$ cat src/hdl/hkx_pkg.sv
// ----------------------------------------------------------------------------
// Keyed stream cipher package
// Types, constants and lookup functions shared by the controller, the
// datapath and the checker.
// ----------------------------------------------------------------------------
package hkx_pkg;

    // Item opcodes.
    typedef enum logic [1:0] {
        OP_LOAD = 2'd0,
        OP_DATA = 2'd1,
        OP_HDR  = 2'd2,
        OP_NONE = 2'd3
    } opcode_t;

    // Configuration register indexes.
    localparam logic [2:0] CFG_SEED    = 3'd0;
    localparam logic [2:0] CFG_SALT_A1 = 3'd1;
    localparam logic [2:0] CFG_SALT_A2 = 3'd2;
    localparam logic [2:0] CFG_SALT_A3 = 3'd3;
    localparam logic [2:0] CFG_SALT_B0 = 3'd4;
    localparam logic [2:0] CFG_SALT_B1 = 3'd5;
    localparam logic [2:0] CFG_SALT_B2 = 3'd6;
    localparam logic [2:0] CFG_SALT_B3 = 3'd7;
    localparam int         CFG_COUNT   = 8;

    // MurmurHash3 x64_128 constants.
    localparam logic [63:0] MM_C1   = 64'h87c37b91114253d5;
    localparam logic [63:0] MM_C2   = 64'h4cf5ad432745937f;
    localparam logic [63:0] FM_C1   = 64'hff51afd7ed558ccd;
    localparam logic [63:0] FM_C2   = 64'hc4ceb9fe1a85ec53;
    localparam logic [63:0] MM_ADD1 = 64'h0000000052dce729;
    localparam logic [63:0] MM_ADD2 = 64'h0000000038495ab5;
    localparam logic [63:0] MM_LEN  = 64'h0000000000000010;

    // MD5 constants.
    localparam logic [31:0] MD5_A0       = 32'h67452301;
    localparam logic [31:0] MD5_B0       = 32'hefcdab89;
    localparam logic [31:0] MD5_C0       = 32'h98badcfe;
    localparam logic [31:0] MD5_D0       = 32'h10325476;
    localparam logic [31:0] MD5_PAD      = 32'h00000080;
    localparam logic [31:0] MD5_LEN_BITS = 32'd128;
    localparam logic [3:0]  MD5_PAD_IDX  = 4'd4;
    localparam logic [3:0]  MD5_LEN_IDX  = 4'd14;
    localparam logic [5:0]  MD5_LAST_RND = 6'd63;

    // Micro-operations issued by the controller to the datapath.
    typedef enum logic [4:0] {
        UOP_IDLE,
        UOP_DATA,
        UOP_INIT,
        UOP_H1A,
        UOP_H1B,
        UOP_H2A,
        UOP_H2B,
        UOP_FINA,
        UOP_FINB,
        UOP_F1W,
        UOP_F2W,
        UOP_ENDA,
        UOP_ENDB,
        UOP_HOUT,
        UOP_MINIT,
        UOP_MP1,
        UOP_MP2,
        UOP_MFIN
    } uop_t;

    // Operand pairs for the shared multiplier.
    typedef enum logic [2:0] {
        MS_LO_C1,
        MS_K31_C2,
        MS_HI_C2,
        MS_K33_C1,
        MS_H1_F1,
        MS_H2_F1,
        MS_K_F2
    } mul_sel_t;

    // Controller states.
    typedef enum logic [4:0] {
        S_IDLE,
        S_K1A,
        S_K1B,
        S_H1A,
        S_H1B,
        S_K2A,
        S_K2B,
        S_H2A,
        S_H2B,
        S_FINA,
        S_FINB,
        S_F1A,
        S_F1B,
        S_F1W,
        S_F2A,
        S_F2B,
        S_F2W,
        S_ENDA,
        S_ENDB,
        S_HOUT,
        S_MINIT,
        S_MP1,
        S_MP2,
        S_MFIN
    } state_t;

    typedef struct packed {
        uop_t       uop;
        logic       mul_start;
        mul_sel_t   mul_sel;
        logic [5:0] rnd;
    } cmd_t;

    typedef struct packed {
        logic mul_done;
    } status_t;

    // MD5 additive constants.
    function automatic logic [31:0] md5_k(input logic [5:0] i);
        logic [31:0] k;
        unique case (i)
            6'd0:  k = 32'hd76aa478;  6'd1:  k = 32'he8c7b756;
            6'd2:  k = 32'h242070db;  6'd3:  k = 32'hc1bdceee;
            6'd4:  k = 32'hf57c0faf;  6'd5:  k = 32'h4787c62a;
            6'd6:  k = 32'ha8304613;  6'd7:  k = 32'hfd469501;
            6'd8:  k = 32'h698098d8;  6'd9:  k = 32'h8b44f7af;
            6'd10: k = 32'hffff5bb1;  6'd11: k = 32'h895cd7be;
            6'd12: k = 32'h6b901122;  6'd13: k = 32'hfd987193;
            6'd14: k = 32'ha679438e;  6'd15: k = 32'h49b40821;
            6'd16: k = 32'hf61e2562;  6'd17: k = 32'hc040b340;
            6'd18: k = 32'h265e5a51;  6'd19: k = 32'he9b6c7aa;
            6'd20: k = 32'hd62f105d;  6'd21: k = 32'h02441453;
            6'd22: k = 32'hd8a1e681;  6'd23: k = 32'he7d3fbc8;
            6'd24: k = 32'h21e1cde6;  6'd25: k = 32'hc33707d6;
            6'd26: k = 32'hf4d50d87;  6'd27: k = 32'h455a14ed;
            6'd28: k = 32'ha9e3e905;  6'd29: k = 32'hfcefa3f8;
            6'd30: k = 32'h676f02d9;  6'd31: k = 32'h8d2a4c8a;
            6'd32: k = 32'hfffa3942;  6'd33: k = 32'h8771f681;
            6'd34: k = 32'h6d9d6122;  6'd35: k = 32'hfde5380c;
            6'd36: k = 32'ha4beea44;  6'd37: k = 32'h4bdecfa9;
            6'd38: k = 32'hf6bb4b60;  6'd39: k = 32'hbebfbc70;
            6'd40: k = 32'h289b7ec6;  6'd41: k = 32'heaa127fa;
            6'd42: k = 32'hd4ef3085;  6'd43: k = 32'h04881d05;
            6'd44: k = 32'hd9d4d039;  6'd45: k = 32'he6db99e5;
            6'd46: k = 32'h1fa27cf8;  6'd47: k = 32'hc4ac5665;
            6'd48: k = 32'hf4292244;  6'd49: k = 32'h432aff97;
            6'd50: k = 32'hab9423a7;  6'd51: k = 32'hfc93a039;
            6'd52: k = 32'h655b59c3;  6'd53: k = 32'h8f0ccc92;
            6'd54: k = 32'hffeff47d;  6'd55: k = 32'h85845dd1;
            6'd56: k = 32'h6fa87e4f;  6'd57: k = 32'hfe2ce6e0;
            6'd58: k = 32'ha3014314;  6'd59: k = 32'h4e0811a1;
            6'd60: k = 32'hf7537e82;  6'd61: k = 32'hbd3af235;
            6'd62: k = 32'h2ad7d2bb;  default: k = 32'heb86d391;
        endcase
        return k;
    endfunction

    // MD5 rotate amounts, indexed by round group and step within four.
    function automatic logic [4:0] md5_s(input logic [5:0] i);
        logic [4:0] s;
        unique case ({i[5:4], i[1:0]})
            4'd0:  s = 5'd7;   4'd1:  s = 5'd12;  4'd2:  s = 5'd17;  4'd3:  s = 5'd22;
            4'd4:  s = 5'd5;   4'd5:  s = 5'd9;   4'd6:  s = 5'd14;  4'd7:  s = 5'd20;
            4'd8:  s = 5'd4;   4'd9:  s = 5'd11;  4'd10: s = 5'd16;  4'd11: s = 5'd23;
            4'd12: s = 5'd6;   4'd13: s = 5'd10;  4'd14: s = 5'd15;  default: s = 5'd21;
        endcase
        return s;
    endfunction

    // MD5 message word index for a round.
    function automatic logic [3:0] md5_g(input logic [5:0] i);
        logic [3:0] g;
        unique case (i[5:4])
            2'd0:    g = i[3:0];
            2'd1:    g = 4'(i[3:0] * 4'd5 + 4'd1);
            2'd2:    g = 4'(i[3:0] * 4'd3 + 4'd5);
            default: g = 4'(i[3:0] * 4'd7);
        endcase
        return g;
    endfunction

endpackage

$ cat src/hdl/hkx_ctrl.sv
// ----------------------------------------------------------------------------
// Cipher controller
// Sequences the hash steps, the shared multiplier and the MD5 rounds, and
// owns the input and output handshakes.
// ----------------------------------------------------------------------------
module hkx_ctrl
    import hkx_pkg::*;
(
    input  logic       clk,
    input  logic       rst_n,
    input  logic       in_valid,
    output logic       in_ready,
    input  logic [1:0] opcode,
    output logic       out_valid,
    input  logic       out_ready,
    output cmd_t       cmd,
    input  status_t    status
);

    state_t     state_reg;
    state_t     state_next;
    logic       wait_reg;
    logic       wait_next;
    logic       hdr_reg;
    logic       hdr_next;
    logic [5:0] rnd_reg;
    logic [5:0] rnd_next;
    logic       outv_reg;
    logic       outv_next;
    logic       is_mul;
    mul_sel_t   msel;
    state_t     mul_after;
    logic       slot_free;

    assign slot_free = !outv_reg || out_ready;

    always_ff @(posedge clk or negedge rst_n)
    begin
        if (!rst_n)
        begin
            state_reg <= S_IDLE;
            wait_reg  <= 1'b0;
            hdr_reg   <= 1'b0;
            rnd_reg   <= 6'd0;
            outv_reg  <= 1'b0;
        end
        else
        begin
            state_reg <= state_next;
            wait_reg  <= wait_next;
            hdr_reg   <= hdr_next;
            rnd_reg   <= rnd_next;
            outv_reg  <= outv_next;
        end
    end

    // Next state and commands.
    always_comb
    begin
        state_next    = state_reg;
        wait_next     = wait_reg;
        hdr_next      = hdr_reg;
        rnd_next      = rnd_reg;
        outv_next     = outv_reg && !out_ready;
        in_ready      = 1'b0;
        is_mul        = 1'b0;
        msel          = MS_LO_C1;
        mul_after     = S_IDLE;
        cmd.uop       = UOP_IDLE;
        cmd.mul_start = 1'b0;
        cmd.mul_sel   = MS_LO_C1;
        cmd.rnd       = rnd_reg;
        unique case (state_reg)
            S_IDLE:
            begin
                in_ready = slot_free;
                if (in_valid && slot_free)
                begin
                    case (opcode_t'(opcode))
                        OP_DATA:
                        begin
                            cmd.uop   = UOP_DATA;
                            outv_next = 1'b1;
                        end
                        OP_LOAD, OP_HDR:
                        begin
                            cmd.uop    = UOP_INIT;
                            hdr_next   = (opcode_t'(opcode) == OP_HDR);
                            state_next = S_K1A;
                        end
                        default:
                        begin
                            state_next = S_IDLE;
                        end
                    endcase
                end
            end
            S_K1A:  begin is_mul = 1'b1; msel = MS_LO_C1;  mul_after = S_K1B; end
            S_K1B:  begin is_mul = 1'b1; msel = MS_K31_C2; mul_after = S_H1A; end
            S_H1A:  begin cmd.uop = UOP_H1A; state_next = S_H1B; end
            S_H1B:  begin cmd.uop = UOP_H1B; state_next = S_K2A; end
            S_K2A:  begin is_mul = 1'b1; msel = MS_HI_C2;  mul_after = S_K2B; end
            S_K2B:  begin is_mul = 1'b1; msel = MS_K33_C1; mul_after = S_H2A; end
            S_H2A:  begin cmd.uop = UOP_H2A; state_next = S_H2B; end
            S_H2B:  begin cmd.uop = UOP_H2B; state_next = S_FINA; end
            S_FINA: begin cmd.uop = UOP_FINA; state_next = S_FINB; end
            S_FINB: begin cmd.uop = UOP_FINB; state_next = S_F1A; end
            S_F1A:  begin is_mul = 1'b1; msel = MS_H1_F1; mul_after = S_F1B; end
            S_F1B:  begin is_mul = 1'b1; msel = MS_K_F2;  mul_after = S_F1W; end
            S_F1W:  begin cmd.uop = UOP_F1W; state_next = S_F2A; end
            S_F2A:  begin is_mul = 1'b1; msel = MS_H2_F1; mul_after = S_F2B; end
            S_F2B:  begin is_mul = 1'b1; msel = MS_K_F2;  mul_after = S_F2W; end
            S_F2W:  begin cmd.uop = UOP_F2W; state_next = S_ENDA; end
            S_ENDA: begin cmd.uop = UOP_ENDA; state_next = S_ENDB; end
            S_ENDB:
            begin
                cmd.uop    = UOP_ENDB;
                state_next = hdr_reg ? S_HOUT : S_MINIT;
            end
            S_HOUT:
            begin
                // Wait for the output register to free up.
                if (slot_free)
                begin
                    cmd.uop    = UOP_HOUT;
                    outv_next  = 1'b1;
                    state_next = S_IDLE;
                end
            end
            S_MINIT:
            begin
                cmd.uop    = UOP_MINIT;
                rnd_next   = 6'd0;
                state_next = S_MP1;
            end
            S_MP1:  begin cmd.uop = UOP_MP1; state_next = S_MP2; end
            S_MP2:
            begin
                cmd.uop = UOP_MP2;
                if (rnd_reg == MD5_LAST_RND)
                begin
                    state_next = S_MFIN;
                end
                else
                begin
                    rnd_next   = rnd_reg + 6'd1;
                    state_next = S_MP1;
                end
            end
            S_MFIN: begin cmd.uop = UOP_MFIN; state_next = S_IDLE; end
            default: state_next = S_IDLE;
        endcase

        // Multiplier states: start once, then wait for done.
        if (is_mul)
        begin
            cmd.mul_sel = msel;
            if (!wait_reg)
            begin
                cmd.mul_start = 1'b1;
                wait_next     = 1'b1;
            end
            else if (status.mul_done)
            begin
                wait_next  = 1'b0;
                state_next = mul_after;
            end
        end
    end

    assign out_valid = outv_reg;

endmodule

$ cat config.mk
export PLATFORM = sky130hd
export DESIGN_NAME = hkx_ctrl
export DESIGN_NICKNAME = d
export VERILOG_FILES = /design/src/hdl/hkx_pkg.sv /design/src/hdl/hkx_ctrl.sv
export SDC_FILE = /design/constraint.sdc
export NUM_CORES = 1
export LEC_CHECK = 0
export BUFFER_PORTS_ARGS = -buffer_cell sky130_fd_sc_hd__buf_4
export CORE_MARGIN = 2
export CORE_UTILIZATION = 39
export CTS_CLUSTER_DIAMETER = 200
export CTS_CLUSTER_SIZE = 30
export DETAILED_ROUTE_END_ITERATION = 12
export PLACE_DENSITY = 0.7
export RECOVER_POWER = 50
export REMOVE_ABC_BUFFERS = 1
export SLEW_MARGIN = 5
export SYNTH_ARGS = -nofsm -noshare
export SYNTH_HDL_FRONTEND = slang
export SYNTH_SLANG_ARGS = --single-unit
$ cat constraint.sdc
create_clock -name clk -period 4.2 [get_ports clk]
set_input_delay 0.63 -clock clk [delete_from_list [all_inputs] [get_ports clk]]
set_output_delay 0.63 -clock clk [all_outputs]
set_load 0.05 [all_outputs]
==> results of run 1 <==
## area by class of cell
class	count	area, µm²	area share
sequential	14	350	0.251
timing repair buffer	23	143	0.102
tap	44	55.1	0.0395
clock buffer	4	36.3	0.0260
multi-input combinational	127	788	0.565
inverter	6	22.5	0.0161
## path summary, 6_finish.rpt
path,startpoint,endpoint,slack [ns],cells past startpoint
worst max-delay path,state_reg[1]$_DFF_PN0_,cmd[10],1.20,5
worst min-delay path,rst_n,rnd_reg[2]$_DFFE_PN0P_,0.38,1
worst max register to register,state_reg[3]$_DFF_PN0_,state_reg[1]$_DFF_PN0_,1.88,5
worst min register to register,rnd_reg[2]$_DFFE_PN0P_,rnd_reg[2]$_DFFE_PN0P_,0.52,1
max in group asynchronous,rst_n,wait_reg$_DFFE_PN0N_,3.35,1
min in group clk,rnd_reg[2]$_DFFE_PN0P_,rnd_reg[2]$_DFFE_PN0P_,0.52,1
## per-layer routing
layer | global-route usage | part of all wire | up-vias
met3 | 0.0346 | 0.058 | 10
met4 | 0.0921 | 0.023 | 0
met5 | 0 | 0 | -
met1 | 0.263 | 0.44 | 614
li1 | - | - | 621
met2 | 0.331 | 0.48 | 64
## kinds of logic (layout without fill, tap and decap cells)
kind of cell,after synthesis,after routing,synth area share
DFF,14,14,0.287
and+or+nand+nor,69,69,0.274
AOI/OAI and AO/OA,52,52,0.319
adders and majority gates,2,2,0.0184
xor gates and xnor gates,2,2,0.0143
muxes,2,2,0.0184
buffers and inverters,17,33,0.0686
## critical path, cell delays in order, from the launching register on
cell     delay [ns]
dfrtp_1        0.67
or3_4          0.53
nor3_1         0.27
a41oi_1        0.20
o32ai_1        0.16
buf_4          0.25
## synthesized netlist by cell type, types with 2 or more instances
cell	instances	area, µm²
nor2_1	19	71.3
nand2_1	18	67.6
dfrtp_1	14	350
o21ai_0	13	65.1
a21oi_1	7	35.0
nor3_1	7	35.0
nand2b_1	6	37.5
nor2b_1	5	31.3
buf_2	4	20.0
and3_1	3	18.8
clkbuf_1	3	11.3
inv_1	3	11.3
o22ai_1	3	18.8
o31ai_1	3	22.5
a22o_1	2	17.5
a311oi_1	2	17.5
a31oi_1	2	12.5
buf_4	2	15.0
clkinv_1	2	7.51
mux2_2	2	22.5
nand3_1	2	10.0
nand4_1	2	12.5
o211ai_1	2	15.0
o32ai_1	2	17.5
or3_1	2	12.5
## power groups by stage
stage	clock, mW	sequential [mW]	combinational [mW]
after floorplan	0	0.258	0.488
after global placement	0	0.283	0.631
after detailed placement	0	0.288	0.642
after CTS	0.102	0.286	0.645
after global routing	0.111	0.304	0.696
final	0.0994	0.290	0.645
==> metrics.yaml, run 1 <==
status: "completed"
ys_ff_latch: 14
post_cts_resized: 0
hpwlAfterDp_um: 2340
power_frac_comb: 0.623
required_ns: 3.57
route.detailed.wl_per_inst_um: 14.9
pwr-share-seq: 0.281
layout-drive-gt1-share: 0.155
max_slew_margin: 0.367
grt_pass1_vias: 1177
rows: 20
synth-seq-area-share: 0.287
syn_area_per_cell_um2: 7.74
setup.worst_path.end_class: "output port"
vias_per_cell: 6.00
p_leak_nw: 0.563
num-nets-final: 183
postLayoutCellArea_mm2: 0.00140
drt-total-wl_um: 3240
setup_viol_count_final: 0
grt_max_degree: 30
p_total_mw: 1.03
synth_warnings: 0
holdWs_ns: 0.381
vias: 1309
synthCells: 158
p_switching_mw: 0.579
slew_viol_final: 0
core_mm2: 0.00303
max_freq_mhz: 334
syn_to_final_growth_pct: 14.1
drc_errors: 0
clkPwrFrac: 0.096
finalWorstSetupSlack_ns: 1.20
async_flop_share: 1.00
ys.flop_type: "dfrtp_1"
worst_slew_pin_slew_ns: 0.950
cts_tree: "done"
clock_sinks: 14
dieArea_mm2: 0.00360
grt_pass1_wl_um: 5580
holdBufCountCts: 0
io_buffer_count: 23
antenna_cells: 0
synthesis.area_mm2: 0.00122
largest_reg_flops: 6
cts_buffer_depth: 2
place_ws_ns: 1.53
track_usage: 0.204
drtIter0Drc: 60
antenna_found_initial: 0
start_util: 0.404
powerDensity_mw_per_mm2: 742
tns_ns: 0
synth_edf_count: 0
grt_overflow: 0
path_clk_slew_ns: 0.09
hold_path.class: "input pin to async pin"
layoutNonFillerInstCount: 218
vdd_drop_max_mv: 0.506
rsz0062_at_grt: "false"
ys_types: 53
fp.dieW_um: 60.0
hold_viol: 0
mostFrequentLayoutCell: "nor2_1"
cts_inserted_buffers: 3
critPathLaunchType: "flip-flop"
htreeDepth: 1
fp.dieH_um: 60.0
max-cap-violations: 0
final_cell_mix: "19 x nor2_1, 18 x nand2_1, 15 x buf_4, 14 x dfrtp_1, 13 x o21ai_0"
cp.arrival_ns: 2.37
place_congestion: 0.920
clock-root-buffer: "clkbuf_4"
postPlaceCellArea_mm2: 0.00139
internal_power_mw: 0.455
period_share: 0.713
boundaryPins: 24
sw_frac_of_total: 0.560
fillers: 339
drtAntennaViolNets: 0
dp.cells: 214
crit_type: "flip-flop to output port"
fin_skew_ns: 0.00329
final_util: 0.461
post-cts-setup-buffers: 0
post-route-min-period_ns: 3.00
path_max_fanout: 24
clock_latency_ns: 0.28
drtPass1Iterations: 4
(Power assumes the default switching activity.)
==> inputs of run 2 (changes only) <==
==> constraint.sdc (replaced) <==
create_clock -name clk -period 2.95 [get_ports clk]
set_input_delay 0.4425 -clock clk [delete_from_list [all_inputs] [get_ports clk]]
set_output_delay 0.4425 -clock clk [all_outputs]
set_load 0.05 [all_outputs]
==> metrics.yaml, run 2 (same netlist as run 1, synthesis figures left out) <==
crit_type: "flip-flop to output port"
cts_tree: "done"
hold_path.class: "input pin to flip-flop"
largest_reg_flops: 6
multiInputGateArea_um2: 788
fin_skew_ns: 0.0104
num-nets-final: 187
cp.arrival_ns: 2.27
htreeDepth: 1
post-cts-setup-buffers: 0
syn_to_final_growth_pct: 15.7
clock-root-buffer: "clkbuf_4"
setup_viol_count_final: 0
cts_inserted_buffers: 3
vias_per_cell: 5.96
route.detailed.wl_per_inst_um: 15.4
dr_wl_met2_um: 1650
final_cell_mix: "19 x nor2_1, 18 x nand2_1, 18 x buf_4, 14 x dfrtp_1, 13 x o21ai_0"
grt_pass1_wl_um: 5600
max-cap-violations: 0
place_congestion: 0.850
period_share: 0.920
antenna_cells: 0
drtIter0Drc: 68
antenna_found_initial: 0
drtAntennaViolNets: 0
core_mm2: 0.00303
rsz0062_at_grt: "false"
wl_met3_um: 211
seqCellArea_um2: 350
powerDensity_mw_per_mm2: 1040
worst_slew_pin_slew_ns: 0.939
clock_sinks: 14
dieArea_mm2: 0.00360
fp.dieH_um: 60.0
path_clk_slew_ns: 0.09
drtPass1Iterations: 4
clock_latency_ns: 0.29
boundaryPins: 24
slew_viol_final: 0
io_buffer_count: 23
drt-total-wl_um: 3400
vias: 1317
layout-drive-gt1-share: 0.164
grt_pass1_vias: 1218
max_freq_mhz: 369
required_ns: 2.51
p_leak_nw: 0.576
status: "completed"
fp.dieW_um: 60.0
holdWs_ns: 0.456
rows: 20
critPathLaunchType: "flip-flop"
start_util: 0.404
tns_ns: 0
wl_met1_um: 1450
mostFrequentLayoutCell: "nor2_1"
setup.worst_path.end_class: "output port"
hold_viol: 0
grt_max_degree: 30
post_cts_resized: 0
track_usage: 0.208
hpwlAfterDp_um: 2460
max_slew_margin: 0.374
top_layer_used: "met4"
cts_buffer_depth: 2
drc_errors: 0
vdd_drop_max_mv: 0.611
post-route-min-period_ns: 2.71
grt_overflow: 0
path_max_fanout: 18
reg2reg_setup_slack_ns: 0.64
fillers: 312
-- run 2: final cells by class --
| cell class | count | area share |
|---|---|---|
| multi-input combinational | 127 | 0.558 |
| clock buffer | 3 | 0.0159 |
| tap | 44 | 0.0389 |
| sequential | 14 | 0.248 |
| inverter | 6 | 0.0159 |
| timing repair buffer | 27 | 0.124 |
-- run 2: stage by stage --
step	setup WS [ns]	area, µm²	total power, mW	utilization	std cells
after global placement	0.661	1410	1.33	0.466	217
final	0.237	1410	1.47	0.467	221
after CTS	0.251	1440	1.46	0.477	221
after floorplan	0.0168	1160	1.06	-	147
after global routing	0.0772	1410	1.57	0.467	221
after detailed placement	0.585	1410	1.35	0.466	217
-- run 2: path summary, 6_finish.rpt --
| kind | end | from | depth (start not counted) |
|---|---|---|---|
| worst max-delay path | cmd[10] | state_reg[0]$_DFF_PN0_ | 5 |
| worst min-delay path | hdr_reg$_DFFE_PN0P_ | opcode[1] | 3 |
| worst max register to register | state_reg[1]$_DFF_PN0_ | state_reg[3]$_DFF_PN0_ | 5 |
| worst min register to register | rnd_reg[3]$_DFFE_PN0P_ | rnd_reg[3]$_DFFE_PN0P_ | 1 |
| max in group asynchronous | wait_reg$_DFFE_PN0N_ | rst_n | 2 |
| min in group asynchronous | state_reg[0]$_DFF_PN0_ | rst_n | 2 |
-- run 2: worst max-delay path: stages, from the launching register on --
cell and delay (ns):
dfrtp_1 0.58, or3_4 0.50, nor3_1 0.27, a41oi_1 0.21, o32ai_1 0.16, buf_4 0.25
-- run 2: where the power goes --
part / switching [mW] / leakage, nW / internal (mW) / total (mW)
registers: 0.135 / 0.183 / 0.231 / 0.366
logic: 0.635 / 0.379 / 0.359 / 0.994
clock network: 0.0647 / 0.0138 / 0.0475 / 0.112
total: 0.834 / 0.576 / 0.638 / 1.47
-- run 2: layer usage --
metal  vias up  track usage
met2        60        0.329
met5         -            0
met1       618        0.269
met4         0        0.114
met3         9       0.0303
li1        630            -
-- run 2: repair_timing --
item	4_1_cts	5_1_grt
setup endpoints to repair	0	0
hold buffers	1	0
hold endpoints to repair	7	0
